`src/rtl/core/hsw_pkg.sv`:
```
package hsw_pkg;

  // Configuration register geometry.
  localparam int WIDTH_BITS    = 7;
  localparam int DELAY_BITS    = 11;
  localparam int CFG_DATA_BITS = 11;
  localparam int CFG_IDX_BITS  = 1;

  localparam logic [WIDTH_BITS-1:0] WIDTH_RESET = 7'd50;
  localparam logic [DELAY_BITS-1:0] DELAY_RESET = 11'd960;

  // Gains are unsigned with GAIN_FRAC fraction bits and one integer bit.
  localparam int GAIN_FRAC = 16;
  localparam int GAIN_BITS = GAIN_FRAC + 1;
  localparam int WIDTH_MAX = 100;
  localparam int PERCENT   = 100;

  typedef logic [GAIN_BITS-1:0] gain_t;
  typedef gain_t gain_lut_t [2**WIDTH_BITS];

  typedef enum logic [CFG_IDX_BITS-1:0] {
    CFG_WIDTH = 1'b0,
    CFG_DELAY = 1'b1
  } cfg_reg_e;

  // Step strobes and read source flags from the sequencer to the datapath.
  typedef struct packed {
    logic load_x;
    logic mix;
    logic dmix;
    logic pan;
    logic bypass;
    logic hit;
  } dp_ctrl_t;

  // Mix gain for each width code; codes above the maximum act as the maximum.
  function automatic gain_lut_t build_gm_lut();
    gain_lut_t lut;
    int p;
    for (int i = 0; i < 2**WIDTH_BITS; i++) begin
      p = (i > WIDTH_MAX) ? WIDTH_MAX : i;
      lut[i] = GAIN_BITS'((p * (1 << GAIN_FRAC) + PERCENT / 2) / PERCENT);
    end
    return lut;
  endfunction

  // Pan gain (1+w)/2 for each width code.
  function automatic gain_lut_t build_gp_lut();
    gain_lut_t lut;
    int p;
    for (int i = 0; i < 2**WIDTH_BITS; i++) begin
      p = (i > WIDTH_MAX) ? WIDTH_MAX : i;
      lut[i] = GAIN_BITS'(((PERCENT + p) * (1 << (GAIN_FRAC - 1)) + PERCENT / 2) / PERCENT);
    end
    return lut;
  endfunction

  localparam gain_lut_t GM_LUT = build_gm_lut();
  localparam gain_lut_t GP_LUT = build_gp_lut();

endpackage

```
`src/rtl/core/hsw_mix.sv`:
```
module hsw_mix #(
  parameter int SAMPLE_BITS = 24
) (
  input  logic                                 clk_i,
  input  hsw_pkg::dp_ctrl_t                    ctrl_i,
  input  logic [hsw_pkg::WIDTH_BITS-1:0]       width_i,
  input  logic signed [SAMPLE_BITS-1:0]        sample_i,
  input  logic [SAMPLE_BITS-1:0]               rdata_i,
  output logic signed [SAMPLE_BITS-1:0]        left_o,
  output logic signed [SAMPLE_BITS-1:0]        right_o
);

  localparam int SB = SAMPLE_BITS;
  localparam int GF = hsw_pkg::GAIN_FRAC;
  localparam int GB = hsw_pkg::GAIN_BITS;
  localparam int PW = SB + GB + 2;
  localparam int SW = PW + 1;

  localparam logic signed [SW-1:0] SAT_HI = {{(SW-SB+1){1'b0}}, {(SB-1){1'b1}}};
  localparam logic signed [SW-1:0] SAT_LO = ~SAT_HI;
  localparam logic signed [SW-1:0] HALF   = {{(SW-GF){1'b0}}, 1'b1, {(GF-1){1'b0}}};

  logic signed [SB-1:0] x_q;
  logic signed [SB-1:0] d_q;
  logic signed [PW-1:0] prod_q;
  logic signed [PW-1:0] prod_d;
  logic signed [SB-1:0] delayed;
  logic signed [SB:0]   diff;
  logic signed [GB:0]   gain_s;
  logic signed [SW-1:0] xs;
  logic signed [SW-1:0] ds;
  logic signed [SW-1:0] prod_ext;
  logic signed [SW-1:0] d_sum;
  logic signed [SW-1:0] left_sum;
  logic signed [SW-1:0] right_sum;

  // Round half up at the binary point, then clamp to the sample range.
  function automatic logic signed [SB-1:0] round_sat(input logic signed [SW-1:0] v);
    logic signed [SW-1:0] r;
    r = (v + HALF) >>> GF;
    if (r > SAT_HI) begin
      r = SAT_HI;
    end else if (r < SAT_LO) begin
      r = SAT_LO;
    end
    return r[SB-1:0];
  endfunction

  // A weighted pair ga*a + (1-ga)*b is folded into b*1.0 + ga*(a-b), so one
  // multiplier serves both the delay mix and the pan.
  always_comb begin
    if (ctrl_i.bypass) begin
      delayed = x_q;
    end else if (ctrl_i.hit) begin
      delayed = rdata_i;
    end else begin
      delayed = '0;
    end
    if (ctrl_i.pan) begin
      gain_s = {1'b0, hsw_pkg::GP_LUT[width_i]};
      diff   = {x_q[SB-1], x_q} - {d_q[SB-1], d_q};
    end else begin
      gain_s = {1'b0, hsw_pkg::GM_LUT[width_i]};
      diff   = {delayed[SB-1], delayed} - {x_q[SB-1], x_q};
    end
    prod_d    = diff * gain_s;
    xs        = {{(SW-SB-GF){x_q[SB-1]}}, x_q, {GF{1'b0}}};
    ds        = {{(SW-SB-GF){d_q[SB-1]}}, d_q, {GF{1'b0}}};
    prod_ext  = {prod_q[PW-1], prod_q};
    d_sum     = xs + prod_ext;
    // The pan product enters left and right with opposite signs.
    left_sum  = ds + prod_ext;
    right_sum = xs - prod_ext;
  end

  always_ff @(posedge clk_i) begin
    if (ctrl_i.load_x) begin
      x_q <= sample_i;
    end
    if (ctrl_i.mix || ctrl_i.pan) begin
      prod_q <= prod_d;
    end
    if (ctrl_i.dmix) begin
      d_q <= round_sat(d_sum);
    end
  end

  assign left_o  = round_sat(left_sum);
  assign right_o = round_sat(right_sum);

endmodule

```
`config.mk`:
```
export PLATFORM = sky130hd
export DESIGN_NAME = hsw_mix
export DESIGN_NICKNAME = d
export VERILOG_FILES = /design/src/rtl/core/hsw_pkg.sv /design/src/rtl/core/hsw_mix.sv
export SDC_FILE = /design/constraint.sdc
export NUM_CORES = 2
export LEC_CHECK = 0
export ABC_AREA = 1
export BUFFER_PORTS_ARGS = -buffer_cell sky130_fd_sc_hd__buf_2
export CAP_MARGIN = 10
export CORE_MARGIN = 2
export CORE_UTILIZATION = 66
export CTS_CLUSTER_DIAMETER = 200
export DETAILED_ROUTE_END_ITERATION = 16
export GPL_ROUTABILITY_DRIVEN = 0
export PLACE_DENSITY = 0.84
export SLEW_MARGIN = 20
export SYNTH_ARGS = -nofsm -noshare
export SYNTH_HDL_FRONTEND = slang
export SYNTH_SLANG_ARGS = --single-unit
```
`constraint.sdc`:
```
create_clock -name clk_i -period 11.5 [get_ports clk_i]
set_input_delay 2.3 -clock clk_i [delete_from_list [all_inputs] [get_ports clk_i]]
set_output_delay 2.3 -clock clk_i [all_outputs]
set_load 0.05 [all_outputs]
```
==> results.toml <==
[setup_path]
crit_required_ns = 11.61
end_kind = "register"
cp.arrival_ns = 10.84
cp-start-kind = "primary input"
cp_top_family = "adder cells"
critical_path.slowest_cell = "o21ai_2"
criticalPathCategory = "primary input to register"
cp_common_cell = "inv_1"
crit_buf_inv = 10
worst_path_largest_cell_delay_ns = 0.60
path_max_fanout = 34

[sta]
setup_viol = 0
tns_ns = 0
period_share_pct = 93.3
rsz0062_at_grt = "false"
worst_pin_slew_ns = 1.05
fmaxAchievable_ghz = 0.0932
period_needed_ns = 10.73
fin_skew_ns = 0.0162
slew_viol_final = 0
relSlewSlack_pct = 30.2
hold_violations = 0

[run_status]
status = "completed"

[yosys]
syn-cell-area_mm2 = 0.0303
yosysSeqAreaShare_pct = 9.02
yosysWarnings = 0
synth_cell_types = 59
synth_top_area_share_pct = 27.8
synth-edff-count = 91
yosysTopAreaCell = "fa_1"
synth_ff_type = "edfxtp_1"
syn-num-nets = 5122
ys_async_sr_fraction_pct = 0
synth_area_leaders = "fa_1 (28%), nand2_1 (13%), inv_1 (12%)"
synth-seq-cells = 91
syn_area_per_cell_um2 = 6.91
synth_cells = 4388

[clock_tree]
clock-sinks = 91
clock-root-buffer = "clkbuf_16"
post_cts_buffers = 0
cts_hold_buf = 0
htreeDepth = 3
clock_path_buffers = 2
numCtsBuffers = 9
clock_latency_ns = 0.37
cts-resized-gates = 0
clk_pin_slew_ns = 0.08
cts_tree = "built"

[detailed_routing]
vias = 29800
drt_iter0_drc = 3489
route.met3.wl_mm = 12.6
via_per_inst = 5.93
dr.pass1.iters = 6
ant_nets = 0
post_drt_wl_per_cell_um = 18.8
routed-wl-met2_mm = 40.4
wl_met1_mm = 35.1
highest_layer = "met5"
drc = 0
wirelength_mm = 94.4

[finish]
syn2layout_area_growth_pct = 3.64
final_common_cell = "nand2_1"
design_area_mm2 = 0.0314
final_cell_mix = "nand2_1 (1082), inv_1 (930), nor2_1 (500)"
nets = 5156
num_antenna_cells = 0
layout-drive-gt1-share_pct = 5.06

[grt]
grt_pass1_vias = 29200
grt_usage_pct = 40.3
grt-ovfl-total = 0
grt_pass1_wl_mm = 150
grt_antenna_before_repair = 1
grt_max_degree = 54

[die]
start_util_pct = 66.8
fp.dieH_um = 218
coreArea_mm2 = 0.0454
fp.dieW_um = 218
dieArea_mm2 = 0.0476
boundaryPins = 110
rows = 78

[placed_design]
dpl.hpwl_mm = 78.5
dpl-instance-area_mm2 = 0.0311
io_buffers = 109

[min_path]
holdCritPathClass = "register to register"

[job]
drv_cap = 0
==> flip-flops by register name (all words and copies together), names as in the netlist <==
name,count
d_q,24
x_q,24
prod_q,43
==> cell usage after synthesis, drive strengths merged, types with 3 or more instances <==
cell	instances
ha	251
and2	6
o21ai	189
o2111ai	3
edfxtp	91
o221ai	4
a21o	19
nor3	37
xor2	77
a22oi	4
nand2	1102
a31oi	19
xnor2	27
clkbuf	24
o21a	8
nand3	194
buf	83
inv	956
nand4	35
o21bai	22
o22ai	4
a21boi	13
or2	6
nor2	506
clkinv	5
a32oi	3
nor4	16
a21oi	220
o31ai	5
nand3b	6
a211oi	8
o311ai	3
o211ai	17
fa	421
==> path summary, 6_finish.rpt <==
| check | slack (ns) | cells after the start | end | from |
|---|---|---|---|---|
| setup / recovery | 0.77 | 32 | prod_q[35] | width_i[4] |
| hold / removal | 0.99 | 3 | d_q[0] | prod_q[16] |
| setup reg to reg | 2.67 | 30 | prod_q[40] | x_q[9] |
| hold reg to reg | 0.99 | 3 | d_q[0] | prod_q[16] |
==> cells by family after synthesis <==
logic type      after synthesis  synth area share, %
flops                        91                 9.02
simple gates               1908                 25.5
xor+xnor                    104                 3.01
compound gates              545                 10.4
fa+ha+maj                   672                 38.2
buf+inv                    1068                 13.9
==> metal layers <==
metal	track usage, %	vias up
li1	-	13600
met1	51.6	13900
met2	62.5	1910
met3	10.9	410
met4	21.7	2
met5	0	-
==> per-stage QoR <==
step	hold WS (ns)	setup slack (ns)	util, %	instances
floorplan	0.750	1.87	-	4388
global placement	0.945	0.867	68.6	5011
detailed placement	0.956	0.824	68.6	5011
CTS	0.954	1.18	69.2	5026
global route	1.06	0.433	69.2	5026
finish	0.987	0.771	69.2	5026
==> worst register-to-register path, delay by kind of cell (launching register included) <==
family | cells | cell delay (ns)
buffers and inverters | 7 | 0.94
adder cells (fa/ha/maj) | 8 | 3.88
AND/OR/NAND/NOR | 10 | 2.00
AO/OA/AOI/OAI | 4 | 1.05
flip-flops | 1 | 0.63
XOR/XNOR | 1 | 0.07
==> cell type report <==
type,instances,area (um2)
Tap cell,600,751
Timing Repair Buffer,130,703
Clock inverter,4,27.5
Inverter,961,3610
Clock buffer,11,233
Fill cell,3900,14000
Sequential cell,91,2730
Multi-Input combinational cell,3229,23300
Power is not shown: default switching activity piles up to over one toggle a cycle in this logic, so the estimate is an artifact.
